$ cat config.mk
export PLATFORM = sky130hd
export DESIGN_NAME = range_value_set_table_core_flat
export DESIGN_NICKNAME = d
export VERILOG_FILES = /design/src/rtl/rvst_pkg.sv /design/src/rtl/rvst_in_if.sv /design/src/rtl/rvst_out_if.sv /design/src/rtl/rvst_range_cell.sv /design/src/rtl/rvst_value_cell.sv /design/src/rtl/range_value_set_table_core.sv /design/src/flat_wrapper.sv
export VERILOG_INCLUDE_DIRS = /design/src /design/src/rtl
export SDC_FILE = /design/constraint.sdc
export NUM_CORES = 2
export LEC_CHECK = 0
export BUFFER_PORTS_ARGS = -buffer_cell sky130_fd_sc_hd__clkbuf_2
export CORE_MARGIN = 2
export CORE_UTILIZATION = 40
export CTS_BUF_LIST = sky130_fd_sc_hd__clkbuf_2 sky130_fd_sc_hd__clkbuf_4 sky130_fd_sc_hd__clkbuf_8
export DETAILED_ROUTE_END_ITERATION = 8
export HOLD_SLACK_MARGIN = 0.1
export PLACE_DENSITY = 0.65
export SYNTH_ARGS = -nofsm -noshare
export SYNTH_HDL_FRONTEND = slang
export SYNTH_SLANG_ARGS = --single-unit
$ cat constraint.sdc
create_clock -name i_clk -period 52.1 [get_ports i_clk]
set_input_delay 5.21 -clock i_clk [delete_from_list [all_inputs] [get_ports i_clk]]
set_output_delay 5.21 -clock i_clk [all_outputs]
set_load 0.01 [all_outputs]
$ cat src/rtl/range_value_set_table_core_assert.svh
// Assertion macros for the range/value set table core.
`ifndef RANGE_VALUE_SET_TABLE_CORE_ASSERT_SVH
`define RANGE_VALUE_SET_TABLE_CORE_ASSERT_SVH
`ifndef NO_ASSERTIONS
// Same-cycle implication, disabled during reset.
`define RVST_ASSERT_SAME(label, clk, rst_n, ante, cons) \
    label: assert property (@(posedge clk) disable iff (!(rst_n)) (ante) |-> (cons)) \
        else $error("rvst assertion failed");
// Next-cycle implication, disabled during reset.
`define RVST_ASSERT_NEXT(label, clk, rst_n, ante, cons) \
    label: assert property (@(posedge clk) disable iff (!(rst_n)) (ante) |=> (cons)) \
        else $error("rvst assertion failed");
`else
`define RVST_ASSERT_SAME(label, clk, rst_n, ante, cons)
`define RVST_ASSERT_NEXT(label, clk, rst_n, ante, cons)
`endif
`endif

$ cat src/rtl/rvst_pkg.sv
// Shared command codes and cell flag types for the range/value set table.
package rvst_pkg;

    localparam logic [2:0] CMD_CLEAR     = 3'd0;
    localparam logic [2:0] CMD_ADD_RANGE = 3'd1;
    localparam logic [2:0] CMD_ADD_VALUE = 3'd2;
    localparam logic [2:0] CMD_LOOKUP    = 3'd3;
    localparam logic [2:0] CMD_SUBSET    = 3'd4;

    typedef struct packed {
        logic hit;
        logic contains;
        logic nested;
        logic partial;
        logic malformed;
    } t_range_flags;

    typedef struct packed {
        logic hit;
        logic covered;
    } t_value_flags;

endpackage

$ cat src/rtl/rvst_in_if.sv
// Request channel: command and operands, valid/ready handshake.
interface rvst_in_if #(
    parameter int CODE_BITS = 16
);
    logic                 valid;
    logic                 ready;
    logic [2:0]           command;
    logic [CODE_BITS-1:0] first_value;
    logic [CODE_BITS-1:0] last_value;
    logic [CODE_BITS-1:0] probe_code;
    logic                 subset_end;

    modport source (
        output valid, command, first_value, last_value, probe_code, subset_end,
        input  ready
    );
    modport sink (
        input  valid, command, first_value, last_value, probe_code, subset_end,
        output ready
    );
endinterface

$ cat src/rtl/rvst_out_if.sv
// Result channel: membership and conflict flags plus largest code.
interface rvst_out_if #(
    parameter int CODE_BITS = 16
);
    logic                 valid;
    logic                 ready;
    logic                 member_hit;
    logic                 subset_all_present;
    logic                 value_made_redundant;
    logic                 contains_earlier;
    logic                 inside_earlier;
    logic                 partial_overlap;
    logic                 malformed_range;
    logic                 duplicate_value;
    logic                 table_full;
    logic [CODE_BITS-1:0] largest_code;

    modport source (
        output valid, member_hit, subset_all_present, value_made_redundant,
               contains_earlier, inside_earlier, partial_overlap, malformed_range,
               duplicate_value, table_full, largest_code,
        input  ready
    );
    modport sink (
        input  valid, member_hit, subset_all_present, value_made_redundant,
               contains_earlier, inside_earlier, partial_overlap, malformed_range,
               duplicate_value, table_full, largest_code,
        output ready
    );
endinterface

$ cat src/rtl/rvst_range_cell.sv
// One range slot: holds a start/end pair, shifts it on, classifies the request.
module rvst_range_cell #(
    parameter int CODE_BITS = 16
) (
    input  logic                  i_clk,
    input  logic                  i_shift,
    input  logic                  i_active,
    input  logic [CODE_BITS-1:0]  i_prev_start,
    input  logic [CODE_BITS-1:0]  i_prev_end,
    input  logic [CODE_BITS-1:0]  i_lo,
    input  logic [CODE_BITS-1:0]  i_hi,
    input  logic [CODE_BITS-1:0]  i_key,
    output logic [CODE_BITS-1:0]  o_start,
    output logic [CODE_BITS-1:0]  o_end,
    output rvst_pkg::t_range_flags o_flags
);
    import rvst_pkg::*;

    logic [CODE_BITS-1:0] r_start;
    logic [CODE_BITS-1:0] r_end;
    logic                 w_contains;
    logic                 w_inside;
    logic                 w_part_lo;
    logic                 w_part_hi;
    logic                 w_disjoint;

    always_ff @(posedge i_clk) begin
        if (i_shift) begin
            r_start <= i_prev_start;
            r_end   <= i_prev_end;
        end
    end

    assign o_start = r_start;
    assign o_end   = r_end;

    assign w_contains = (i_lo <= r_start) && (i_hi >= r_end);
    assign w_inside   = (i_lo >= r_start) && (i_hi <= r_end);
    assign w_part_lo  = (i_lo <= r_start) && (i_hi >= r_start) && (i_hi <= r_end);
    assign w_part_hi  = (i_hi > r_end) && (i_lo >= r_start) && (i_lo <= r_end);
    assign w_disjoint = ((i_lo < r_start) && (i_hi < r_start)) ||
                        ((i_lo > r_end) && (i_hi > r_end));

    // First matching test wins; no match at all means inverted bounds.
    always_comb begin
        o_flags = '0;
        if (i_active) begin
            o_flags.hit = (i_key >= r_start) && (i_key <= r_end);
            priority if (w_contains) begin
                o_flags.contains = 1'b1;
            end else if (w_inside) begin
                o_flags.nested = 1'b1;
            end else if (w_part_lo || w_part_hi) begin
                o_flags.partial = 1'b1;
            end else if (!w_disjoint) begin
                o_flags.malformed = 1'b1;
            end else begin
                // disjoint: no flag
            end
        end
    end
endmodule

$ cat src/rtl/rvst_value_cell.sv
// One single-value slot: holds a code, shifts it on, tests the request.
module rvst_value_cell #(
    parameter int CODE_BITS = 16
) (
    input  logic                  i_clk,
    input  logic                  i_shift,
    input  logic                  i_active,
    input  logic [CODE_BITS-1:0]  i_prev_value,
    input  logic [CODE_BITS-1:0]  i_lo,
    input  logic [CODE_BITS-1:0]  i_hi,
    input  logic [CODE_BITS-1:0]  i_key,
    output logic [CODE_BITS-1:0]  o_value,
    output rvst_pkg::t_value_flags o_flags
);
    import rvst_pkg::*;

    logic [CODE_BITS-1:0] r_value;

    always_ff @(posedge i_clk) begin
        if (i_shift) begin
            r_value <= i_prev_value;
        end
    end

    assign o_value         = r_value;
    assign o_flags.hit     = i_active && (r_value == i_key);
    assign o_flags.covered = i_active && (r_value >= i_lo) && (r_value <= i_hi);
endmodule

$ cat src/rtl/range_value_set_table_core.sv
// Top level of the range/value set table: cell rows, counters, result register.
//
// Usage
//   i_req carries one request per valid/ready handshake: command, first_value,
//   last_value, probe_code, subset_end. o_rsp returns exactly one result per
//   request, in order, with valid/ready.
//   Storage is two rows of cells, one for ranges and one for single codes. A
//   stored entry enters at cell 0 and every occupied cell passes its entry to
//   the next one; the fill counters say how many cells hold live entries.
//   Every live cell compares the request against its own entry in the same
//   cycle, and the flags are ORed across the row.
// Timing and throughput
//   The result of an accepted request is registered at the accepting edge and
//   shows on o_rsp right after it. One request per cycle: i_req.ready stays high
//   while the result register is empty or is being drained in the same cycle,
//   so the rate is set by the single result register and the receiver.
// Reset
//   i_rst_n (synchronous, active low) empties both tables, zeroes the
//   largest code, restarts any subset group and drops a pending result.
//   No clearing pass: cell contents are ignored above the fill counts.
// Stall
//   While o_rsp.ready is low with a result held, i_req.ready is low and the
//   result stays unchanged.
module range_value_set_table_core #(
    parameter int RANGE_SLOTS = 16,
    parameter int VALUE_SLOTS = 16,
    parameter int CODE_BITS   = 16
) (
    input  logic    i_clk,
    input  logic    i_rst_n,
    rvst_in_if.sink   i_req,
    rvst_out_if.source o_rsp
);
    import rvst_pkg::*;

`include "range_value_set_table_core_assert.svh"

    localparam int RCNT_W = $clog2(RANGE_SLOTS + 1);
    localparam int VCNT_W = $clog2(VALUE_SLOTS + 1);

    // control state
    logic [RCNT_W-1:0]    r_ranges_used, n_ranges_used;
    logic [VCNT_W-1:0]    r_values_used, n_values_used;
    logic [CODE_BITS-1:0] r_largest, n_largest;
    logic                 r_subset_run, n_subset_run;
    logic                 r_out_valid;

    // result register (payload, no reset)
    logic                 r_member, n_member;
    logic                 r_all, n_all;
    logic                 r_redund, n_redund;
    logic                 r_contains, n_contains;
    logic                 r_inside, n_inside;
    logic                 r_partial, n_partial;
    logic                 r_malformed, n_malformed;
    logic                 r_dup, n_dup;
    logic                 r_full, n_full;

    logic                 w_accept;
    logic                 w_rshift;
    logic                 w_vshift;
    logic                 w_rfull;
    logic                 w_vfull;
    logic [CODE_BITS-1:0] w_key;

    logic [CODE_BITS-1:0] w_rstart [RANGE_SLOTS];
    logic [CODE_BITS-1:0] w_rend   [RANGE_SLOTS];
    logic [CODE_BITS-1:0] w_vval   [VALUE_SLOTS];
    t_range_flags         w_rflags [RANGE_SLOTS];
    t_value_flags         w_vflags [VALUE_SLOTS];

    logic [RANGE_SLOTS-1:0] w_r_hit, w_r_cont, w_r_ins, w_r_part, w_r_mal;
    logic [VALUE_SLOTS-1:0] w_v_hit, w_v_cov;
    logic                   w_present;

    assign i_req.ready = !r_out_valid || o_rsp.ready;
    assign w_accept    = i_req.valid && i_req.ready;

    assign w_rfull = (r_ranges_used >= RCNT_W'(RANGE_SLOTS));
    assign w_vfull = (r_values_used >= VCNT_W'(VALUE_SLOTS));

    // add value tests first_value, lookups test probe_code
    assign w_key = (i_req.command == CMD_ADD_VALUE) ? i_req.first_value : i_req.probe_code;

    assign w_rshift = w_accept && (i_req.command == CMD_ADD_RANGE) && !w_rfull;
    assign w_vshift = w_accept && (i_req.command == CMD_ADD_VALUE) && !w_present && !w_vfull;

    // range row
    for (genvar g = 0; g < RANGE_SLOTS; g++) begin : g_range
        logic [CODE_BITS-1:0] w_prev_s;
        logic [CODE_BITS-1:0] w_prev_e;
        if (g == 0) begin : g_head
            assign w_prev_s = i_req.first_value;
            assign w_prev_e = i_req.last_value;
        end else begin : g_link
            assign w_prev_s = w_rstart[g-1];
            assign w_prev_e = w_rend[g-1];
        end
        rvst_range_cell #(.CODE_BITS(CODE_BITS)) u_cell (
            .i_clk        (i_clk),
            .i_shift      (w_rshift),
            .i_active     (r_ranges_used > RCNT_W'(g)),
            .i_prev_start (w_prev_s),
            .i_prev_end   (w_prev_e),
            .i_lo         (i_req.first_value),
            .i_hi         (i_req.last_value),
            .i_key        (w_key),
            .o_start      (w_rstart[g]),
            .o_end        (w_rend[g]),
            .o_flags      (w_rflags[g])
        );
        assign w_r_hit[g]  = w_rflags[g].hit;
        assign w_r_cont[g] = w_rflags[g].contains;
        assign w_r_ins[g]  = w_rflags[g].nested;
        assign w_r_part[g] = w_rflags[g].partial;
        assign w_r_mal[g]  = w_rflags[g].malformed;
    end

    // single value row
    for (genvar g = 0; g < VALUE_SLOTS; g++) begin : g_value
        logic [CODE_BITS-1:0] w_prev_v;
        if (g == 0) begin : g_head
            assign w_prev_v = i_req.first_value;
        end else begin : g_link
            assign w_prev_v = w_vval[g-1];
        end
        rvst_value_cell #(.CODE_BITS(CODE_BITS)) u_cell (
            .i_clk        (i_clk),
            .i_shift      (w_vshift),
            .i_active     (r_values_used > VCNT_W'(g)),
            .i_prev_value (w_prev_v),
            .i_lo         (i_req.first_value),
            .i_hi         (i_req.last_value),
            .i_key        (w_key),
            .o_value      (w_vval[g]),
            .o_flags      (w_vflags[g])
        );
        assign w_v_hit[g] = w_vflags[g].hit;
        assign w_v_cov[g] = w_vflags[g].covered;
    end

    assign w_present = (|w_r_hit) || (|w_v_hit);

    always_comb begin
        n_ranges_used = r_ranges_used;
        n_values_used = r_values_used;
        n_largest     = r_largest;
        n_subset_run  = r_subset_run;
        n_member      = 1'b0;
        n_all         = 1'b0;
        n_redund      = 1'b0;
        n_contains    = 1'b0;
        n_inside      = 1'b0;
        n_partial     = 1'b0;
        n_malformed   = 1'b0;
        n_dup         = 1'b0;
        n_full        = 1'b0;
        unique case (i_req.command)
            CMD_CLEAR: begin
                n_ranges_used = '0;
                n_values_used = '0;
                n_largest     = '0;
            end
            CMD_ADD_RANGE: begin
                n_redund    = |w_v_cov;
                n_contains  = |w_r_cont;
                n_inside    = |w_r_ins;
                n_partial   = |w_r_part;
                n_malformed = |w_r_mal;
                if (w_rfull) begin
                    n_full = 1'b1;
                end else begin
                    n_ranges_used = r_ranges_used + 1'b1;
                    // only the end counts, even for inverted bounds
                    if (i_req.last_value > r_largest) begin
                        n_largest = i_req.last_value;
                    end
                end
            end
            CMD_ADD_VALUE: begin
                priority if (w_present) begin
                    n_dup = 1'b1;
                end else if (w_vfull) begin
                    n_full = 1'b1;
                end else begin
                    n_values_used = r_values_used + 1'b1;
                    if (i_req.first_value > r_largest) begin
                        n_largest = i_req.first_value;
                    end
                end
            end
            CMD_LOOKUP: begin
                n_member = w_present;
            end
            CMD_SUBSET: begin
                n_member = w_present;
                if (i_req.subset_end) begin
                    n_all        = r_subset_run && w_present;
                    n_subset_run = 1'b1;
                end else begin
                    n_subset_run = r_subset_run && w_present;
                end
            end
            default: begin
                // unknown command: nothing changes, flags stay low
            end
        endcase
    end

    always_ff @(posedge i_clk) begin
        if (!i_rst_n) begin
            r_ranges_used <= '0;
            r_values_used <= '0;
            r_largest     <= '0;
            r_subset_run  <= 1'b1;
            r_out_valid   <= 1'b0;
        end else begin
            if (w_accept) begin
                r_ranges_used <= n_ranges_used;
                r_values_used <= n_values_used;
                r_largest     <= n_largest;
                r_subset_run  <= n_subset_run;
                r_out_valid   <= 1'b1;
            end else if (o_rsp.ready) begin
                r_out_valid   <= 1'b0;
            end
        end
    end

    always_ff @(posedge i_clk) begin
        if (w_accept) begin
            r_member    <= n_member;
            r_all       <= n_all;
            r_redund    <= n_redund;
            r_contains  <= n_contains;
            r_inside    <= n_inside;
            r_partial   <= n_partial;
            r_malformed <= n_malformed;
            r_dup       <= n_dup;
            r_full      <= n_full;
        end
    end

    assign o_rsp.valid                = r_out_valid;
    assign o_rsp.member_hit           = r_member;
    assign o_rsp.subset_all_present   = r_all;
    assign o_rsp.value_made_redundant = r_redund;
    assign o_rsp.contains_earlier     = r_contains;
    assign o_rsp.inside_earlier       = r_inside;
    assign o_rsp.partial_overlap      = r_partial;
    assign o_rsp.malformed_range      = r_malformed;
    assign o_rsp.duplicate_value      = r_dup;
    assign o_rsp.table_full           = r_full;
    assign o_rsp.largest_code         = r_largest;

    // fill counts never run past the rows
    `RVST_ASSERT_SAME(a_counts_bounded, i_clk, i_rst_n, 1'b1,
        (r_ranges_used <= RCNT_W'(RANGE_SLOTS)) && (r_values_used <= VCNT_W'(VALUE_SLOTS)))
    // a stored range bumps the range count by exactly one
    `RVST_ASSERT_NEXT(a_range_store, i_clk, i_rst_n, w_rshift,
        r_ranges_used == $past(r_ranges_used) + 1'b1)
    // clear empties both rows and the largest code
    `RVST_ASSERT_NEXT(a_clear, i_clk, i_rst_n, w_accept && (i_req.command == CMD_CLEAR),
        (r_ranges_used == '0) && (r_values_used == '0) && (r_largest == '0))
    // a duplicate is never also reported as dropped for lack of room
    `RVST_ASSERT_SAME(a_dup_not_full, i_clk, i_rst_n, r_out_valid, !(r_dup && r_full))

endmodule
$ cat src/flat_wrapper.sv
// flat-port wrapper written by rule: the top's interface ports become plain ports
module range_value_set_table_core_flat import rvst_pkg::*;
#(
    parameter int RANGE_SLOTS = 16,
    parameter int VALUE_SLOTS = 16,
    parameter int CODE_BITS   = 16
)
  (i_clk, i_rst_n, i_req_valid, i_req_command, i_req_first_value, i_req_last_value, i_req_probe_code, i_req_subset_end, i_req_ready, o_rsp_valid, o_rsp_member_hit, o_rsp_subset_all_present, o_rsp_value_made_redundant, o_rsp_contains_earlier, o_rsp_inside_earlier, o_rsp_partial_overlap, o_rsp_malformed_range, o_rsp_duplicate_value, o_rsp_table_full, o_rsp_largest_code, o_rsp_ready);
  rvst_in_if #(.CODE_BITS(CODE_BITS)) i_req_i ();
  rvst_out_if #(.CODE_BITS(CODE_BITS)) o_rsp_i ();
  input  logic i_clk;
  input  logic i_rst_n;
  input wire logic [$bits(i_req_i.valid)-1:0] i_req_valid;
  input wire logic [$bits(i_req_i.command)-1:0] i_req_command;
  input wire logic [$bits(i_req_i.first_value)-1:0] i_req_first_value;
  input wire logic [$bits(i_req_i.last_value)-1:0] i_req_last_value;
  input wire logic [$bits(i_req_i.probe_code)-1:0] i_req_probe_code;
  input wire logic [$bits(i_req_i.subset_end)-1:0] i_req_subset_end;
  output wire logic [$bits(i_req_i.ready)-1:0] i_req_ready;
  output wire logic [$bits(o_rsp_i.valid)-1:0] o_rsp_valid;
  output wire logic [$bits(o_rsp_i.member_hit)-1:0] o_rsp_member_hit;
  output wire logic [$bits(o_rsp_i.subset_all_present)-1:0] o_rsp_subset_all_present;
  output wire logic [$bits(o_rsp_i.value_made_redundant)-1:0] o_rsp_value_made_redundant;
  output wire logic [$bits(o_rsp_i.contains_earlier)-1:0] o_rsp_contains_earlier;
  output wire logic [$bits(o_rsp_i.inside_earlier)-1:0] o_rsp_inside_earlier;
  output wire logic [$bits(o_rsp_i.partial_overlap)-1:0] o_rsp_partial_overlap;
  output wire logic [$bits(o_rsp_i.malformed_range)-1:0] o_rsp_malformed_range;
  output wire logic [$bits(o_rsp_i.duplicate_value)-1:0] o_rsp_duplicate_value;
  output wire logic [$bits(o_rsp_i.table_full)-1:0] o_rsp_table_full;
  output wire logic [$bits(o_rsp_i.largest_code)-1:0] o_rsp_largest_code;
  input wire logic [$bits(o_rsp_i.ready)-1:0] o_rsp_ready;
  assign i_req_i.valid = i_req_valid;
  assign i_req_i.command = i_req_command;
  assign i_req_i.first_value = i_req_first_value;
  assign i_req_i.last_value = i_req_last_value;
  assign i_req_i.probe_code = i_req_probe_code;
  assign i_req_i.subset_end = i_req_subset_end;
  assign i_req_ready = i_req_i.ready;
  assign o_rsp_valid = o_rsp_i.valid;
  assign o_rsp_member_hit = o_rsp_i.member_hit;
  assign o_rsp_subset_all_present = o_rsp_i.subset_all_present;
  assign o_rsp_value_made_redundant = o_rsp_i.value_made_redundant;
  assign o_rsp_contains_earlier = o_rsp_i.contains_earlier;
  assign o_rsp_inside_earlier = o_rsp_i.inside_earlier;
  assign o_rsp_partial_overlap = o_rsp_i.partial_overlap;
  assign o_rsp_malformed_range = o_rsp_i.malformed_range;
  assign o_rsp_duplicate_value = o_rsp_i.duplicate_value;
  assign o_rsp_table_full = o_rsp_i.table_full;
  assign o_rsp_largest_code = o_rsp_i.largest_code;
  assign o_rsp_i.ready = o_rsp_ready;
  range_value_set_table_core #(.RANGE_SLOTS(RANGE_SLOTS), .VALUE_SLOTS(VALUE_SLOTS), .CODE_BITS(CODE_BITS)) u_core (.i_clk(i_clk), .i_rst_n(i_rst_n), .i_req(i_req_i), .o_rsp(o_rsp_i));
endmodule
; ---- Word level (Yosys, flattened, before mapping)
; Index checks and enable logic that the tools add are counted.
; Widths: inputs -> output; s select.
[classes]
add_sub_neg = 2
n_lt_le_gt_ge = 260
n_eq_ne = 25
n_mux = 148
reduce_logical = 255
[ops]
columns = operator, n
row1 = $ge 16x16->1, 80
row2 = $le 16x16->1, 80
row3 = $gt 16x16->1, 34
row4 = $lt 16x16->1, 32
row5 = $eq 16x16->1, 16
row6 = $logic_and 1x1->1, 199
row7 = $reduce_or 16->1, 7
row8 = $mux 16, 6
row9 = $mux 5, 19
row10 = $mux 1, 87
row11 = $gt 5x4->1 const B, 16
row12 = $mux 3, 16
row13 = $pmux 16 s3, 1
row14 = $gt 5x3->1 const B, 8
row15 = $logic_or 1x1->1, 34
row16 = $mux 2, 16
row17 = $gt 5x1->1 const B, 4
row18 = $gt 5x2->1 const B, 4
row19 = $pmux 5 s2, 2
row20 = $add 5x1->5 const B, 2
row21 = $ge 5x5->1 const B, 2
row22 = $ne 2x2->1 const B, 5
row23 = $reduce_and 7->1, 1
row24 = $eq 3x2->1 const B, 2
row25 = other kinds (11), 17
[word_totals]
regBits = 805
input_bits = 56
output_inout_bits = 27
elab_cells = 752

; ---- Longest topological paths before layout
[depth]
ltp_word = 13
ltp_mapped = 18
depth_no_buf = 15

; ---- Modules after synthesis
; A second synthesis with hierarchy kept.
[unflattened]
cells_unflattened = 7806
hier_area_um2 = 77254.1
[modules_own_cells]
columns = module, n_inst, cells_each, area_each_um2, seq_area_each_um2
row1 = rvst_range_cell (u_core.g_range[0].u_cell ...), 15, 312, 3174.3, 960.9
row2 = rvst_value_cell, 16, 151, 1446.4, 480.5
row3 = range_value_set_table_core, 1, 397, 3290.7, 830.8
row4 = rvst_range_cell (u_core.g_range[8].u_cell), 1, 313, 3206.8, 960.9

; ---- Worst setup path before layout
; OpenSTA, ideal clock, no wires.
[synth_timing]
path_kind = input port to flip-flop
start = input o_rsp_ready
end = register u_core.g_range[0].u_cell.r_end[0], enable pin
setup_time_ns = 2.019
arrival_time_ns = 40.336
t_required_ns = 50.081
setup_slack_ns = 9.745
path_stages = 3
path_buffers = 0
cell_sequence = nand2b_1 nand2_1 nor3_1
[synth_between]
elab_chain_len = 4
[synth_lines]
columns = item, line_no
row1 = "start, declared", flat_wrapper.sv:31  ; input wire logic [$bits(o_rsp_i.ready)-1:0] o_rsp_ready;
row2 = $logic_or 1x1->1, range_value_set_table_core.sv:76  ; assign i_req.ready = !r_out_valid || o_rsp.ready;
row3 = $logic_and 1x1->1, range_value_set_table_core.sv:77  ; assign w_accept = i_req.valid && i_req.ready;
row4 = $logic_and 1x1->1 (2 in a row), range_value_set_table_core.sv:85  ; assign w_rshift = w_accept && (i_req.command == CMD_ADD_RANGE) && !w_rfull;
row5 = via u_core.g_range[0].u_cell.i_shift, rvst_range_cell.sv:6  ; input logic i_shift,
row6 = "end signal, assigned", rvst_range_cell.sv:30  ; r_end <= i_prev_end;
row7 = "end, declared", rvst_range_cell.sv:20  ; logic [CODE_BITS-1:0] r_end;
; The timed path passes the listed nets, and every way through them passes these cells.
; A chain may end at the register's enable or synchronous reset.

; ---- Final worst setup path
[layout_timing]
start = input i_req_command[1]
end = register u_core.g_value[14].u_cell.r_value[7], enable pin
[layout_between]
elab_chain_len = 10
word_cells_on_any_way = 105
cone_classes = 32 x order compare / 17 x eq/ne / 17 x mux / 39 x reduce/logical
[layout_lines]
columns = item, line_no
row1 = "start, declared", flat_wrapper.sv:14  ; input wire logic [$bits(i_req_i.command)-1:0] i_req_command;
row2 = $eq 3x2->1 *, "range_value_set_table_core.sv:83, range_value_set_table_core.sv:86"
row3 = $mux 16, range_value_set_table_core.sv:83  ; assign w_key = (i_req.command == CMD_ADD_VALUE) ? i_req.first_value : i_req.probe_code;
row4 = $ge 16x16->1 or $le 16x16->1 (tied branches), rvst_range_cell.sv:48  ; o_flags.hit = (i_key >= r_start) && (i_key <= r_end);
row5 = $logic_and 1x1->1, rvst_range_cell.sv:48
row6 = $mux 5, rvst_range_cell.sv:47  ; if (i_active) begin
row7 = $reduce_or 16->1, range_value_set_table_core.sv:142  ; assign w_present = (|w_r_hit) || (|w_v_hit);
row8 = $logic_or 1x1->1, range_value_set_table_core.sv:142
row9 = $logic_not 1->1, range_value_set_table_core.sv:86  ; assign w_vshift = w_accept && (i_req.command == CMD_ADD_VALUE) && !w_present && !w_vfull;
row10 = $logic_and 1x1->1 * (2 in a row), range_value_set_table_core.sv:86
row11 = via u_core.g_value[0].u_cell.i_shift, rvst_value_cell.sv:6  ; input logic i_shift,
row12 = "end signal, assigned", rvst_value_cell.sv:21  ; r_value <= i_prev_value;
row13 = "end, declared", rvst_value_cell.sv:17  ; logic [CODE_BITS-1:0] r_value;
; Mark *: on every way through the listed nets, which the timed path passes. The rest lies on a longest branch.

==> impl_metrics.json <==
{
  "grt_max_degree": 185,
  "ys.warnings.count": 0,
  "grtUsageMet3_pct": 7.467,
  "start_kind": "input port",
  "fillers": 17970,
  "die_w_um": 442.7,
  "htreeDepth": 4,
  "synth.top_cell.area_share_pct": 33.95,
  "maxCapViolCount": 2,
  "drc_errors": 0,
  "ys_seq_elements": 805,
  "hold_viol_final": 0,
  "cts_buffers": 155,
  "grt_pass1_wl_um": 451500,
  "tightest_slew_ns": 1.603,
  "path_clk_slew_ns": 0.06,
  "outcome": "complete, but fails checks",
  "cp_data_arrival_time_ns": 13.23,
  "post_cts_buffers": 0,
  "final_common_cell": "ha_1",
  "setup_viol": 0,
  "start_util_pct": 40.10,
  "clock_path_buffers": 3,
  "critPathTopFamily": "simple AND/OR/NAND/NOR gates",
  "synth_top_family_by_area": "adder cells",
  "ys_top_cells_by_area": "ha_1 (34%), edfxtp_1 (30%), a21oi_1 (4.0%)",
  "clock-root-buffer": "clkbuf_8",
  "yosys.area.top_type": "ha_1",
  "path_cells": "clkbuf_2, or3b_4, mux2i_4, buf_4, ha_1, nand2b_1, a2111oi_0, nor4_1, nor4_1, a211oi_1, nand4b_1, nor4_1, nand4_4, nor4_4, buf_4, buf_12",
  "detail-route-antenna-nets": 0,
  "overflow": 0,
  "antenna_found_initial": 19,
  "period_needed_ns": 12.68,
  "initialDrtViolationCount": 7696,
  "ir_drop_v": 0.00002816,
  "die_y_um": 442.7,
  "clk_latency_ns": 0.99,
  "syn_inst": 7504,
  "skew_ns": 0.09622,
  "wirelength_um": 317000,
  "pin_count": 83,
  "fin_util_pct": 44.11,
  "slew-limit-headroom_pct": -6.954,
  "drtPass1Iterations": 7,
  "worst_setup_path_end_kind": "register",
  "drive_gt1_share_pct": 7.062,
  "synth-xor-area-share_pct": 2.389,
  "violations": "capacitance limit, slew limit",
  "netlist_area_um2": 76980,
  "synth_edf_count": 777,
  "layout_common_cells": "ha_1 (2089), edfxtp_1 (777), inv_1 (632), a21oi_1 (616), o21ai_0 (382)",
  "synth-simple-area-share_pct": 11.18,
  "wl_per_cell_um": 30.22,
  "cp-startpoint": "i_req_command[1]",
  "die_area_um2": 196000,
  "worstPathRequired_ns": 52.65,
  "slowest_stage": "mux2i_4",
  "place_inst": 10200,
  "met1_usage_pct": 39.00,
  "synthFlopType": "edfxtp_1",
  "post_cts_resized": 0,
  "synth_area_per_cell_um2": 10.26,
  "max_clock_freq_mhz": 78.89,
  "avgViaCountPerCell": 6.423,
  "cpMostUsedCell": "nor4_1",
  "r2r_start": "u_core.r_values_used[4]",
  "nets": 9971,
  "io_buffers": 82,
  "grtUsageMet2_pct": 48.00,
  "hold_buffers": 0,
  "path_max_fanout": 184,
  "p_leak_uw": 0.03818,
  "hold_class": "register to register",
  "synthAdderAreaFrac_pct": 33.95,
  "ys_async_sr_fraction_pct": 0,
  "syn_nets": 9649,
  "core_um2": 192000,
  "grt_use_total_pct": 31.51,
  "cts.sinks": 805,
  "slew_violations": 2,
  "rsz0062_at_grt": "false",
  "fin_cells": 10490,
  "row_count": 161,
  "grt_pass1_vias": 66670,
  "vias": 67390,
  "critPathKind": "input port to register",
  "synth_cell_types": 92,
  "finalSetupTns_ns": 0,
  "synth_compound_area_share_pct": 17.43,
  "finalCritPeriodShare_pct": 24.33,
  "p_per_area_nw_per_um2": 21.01,
  "top_usage_layer": "met2",
  "cts_tree": "yes",
  "gp_congestion": 1.047,
  "syn2layout_area_growth_pct": 9.991,
  "power_uw": 1779,
  "muxShareOfSynthArea_pct": 0.3251,
  "cp_slowest_stage_delay_ns": 0.91,
  "ys_seq_area_share_pct": 31.04,
  "critPathBufInv": 4,
  "holdCritStartpoint": "u_core.g_range[10].u_cell.o_start[1]",
  "hpwlAfterDp_um": 228100
}
through the flow:
step           setup WS, ns  hold slack (ns)  area, um^2
6_report              39.42           0.4242       84670
4_1_cts               39.80           0.4106       84650
3_5_place_dp          38.78           0.4317       81490
2_1_floorplan         9.745           0.4264       76980
5_1_grt               39.18           0.4346       84660
3_3_place_gp          38.86           0.4298       81490
state kept, by name (all words and copies together) (netlist names), 5 cells and up:
register	flops
u_core.o_rsp.largest_code	16
u_core.g_range.u_cell.o_start	256
u_core.g_value.u_cell.o_value	256
u_core.r_ranges_used	5
u_core.g_range.u_cell.o_end	256
u_core.r_values_used	5
metal layers:
layer	part of all wire (%)	routed length (um)
met2	43	134900
met4	8.3	26420
met1	38	121900
met3	11	33610
met5	0.058	185
cell families (layout without fill, tap and decap cells):
logic type               after synthesis  after routing
XOR/XNOR                             210            210
other                                  1              9
flip-flops                           805            805
buffers and inverters                730           1184
AO/OA/AOI/OAI                       2066           2066
AND/OR/NAND/NOR                     1585           1585
multiplexers                          18             18
adder cells (fa/ha/maj)             2089           2089
report_power, final:
part	switching, uW	internal [uW]	total (uW)
registers	11.8	716	728
logic	251	131	382
clock network	318	352	670
total	581	1200	1780
final timing paths:
kind / to / slack (ns) / cells past startpoint
setup / recovery: u_core.g_value[14].u_cell.o_value[7] / 39.42 / 16
hold / removal: u_core.g_range[11].u_cell.o_start[1] / 0.42 / 0
setup reg to reg: u_core.g_value[14].u_cell.o_value[7] / 45.11 / 10
hold reg to reg: u_core.g_range[11].u_cell.o_start[1] / 0.42 / 0
area by class of cell:
type / instances / area (um^2) / area share [%]
Clock inverter: 75 / 521.8 / 0.6162
Clock buffer: 214 / 2639 / 3.117
Multi-Input combinational cell: 5969 / 50290 / 59.40
Sequential cell: 805 / 23890 / 28.22
Tap cell: 2526 / 3161 / 3.733
Antenna cell: 8 / 20.02 / 0.02364
Inverter: 658 / 2470 / 2.917
Timing Repair Buffer: 237 / 1674 / 1.977
synth_stat cells (83+ instances only):
| master | instances |
|---|---|
| nand2_1 | 266 |
| a21oi_1 | 616 |
| inv_1 | 652 |
| xor2_1 | 87 |
| nor3_1 | 115 |
| nand2b_1 | 97 |
| ha_1 | 2089 |
| nand4_1 | 356 |
| a211oi_1 | 116 |
| nor2b_1 | 156 |
| o21ai_0 | 382 |
| nand3_1 | 113 |
| a21o_1 | 368 |
| o21a_1 | 83 |
| xnor2_1 | 123 |
| edfxtp_1 | 777 |
| nor2_1 | 242 |
No activity file was read; power rests on OpenSTA's default activity.
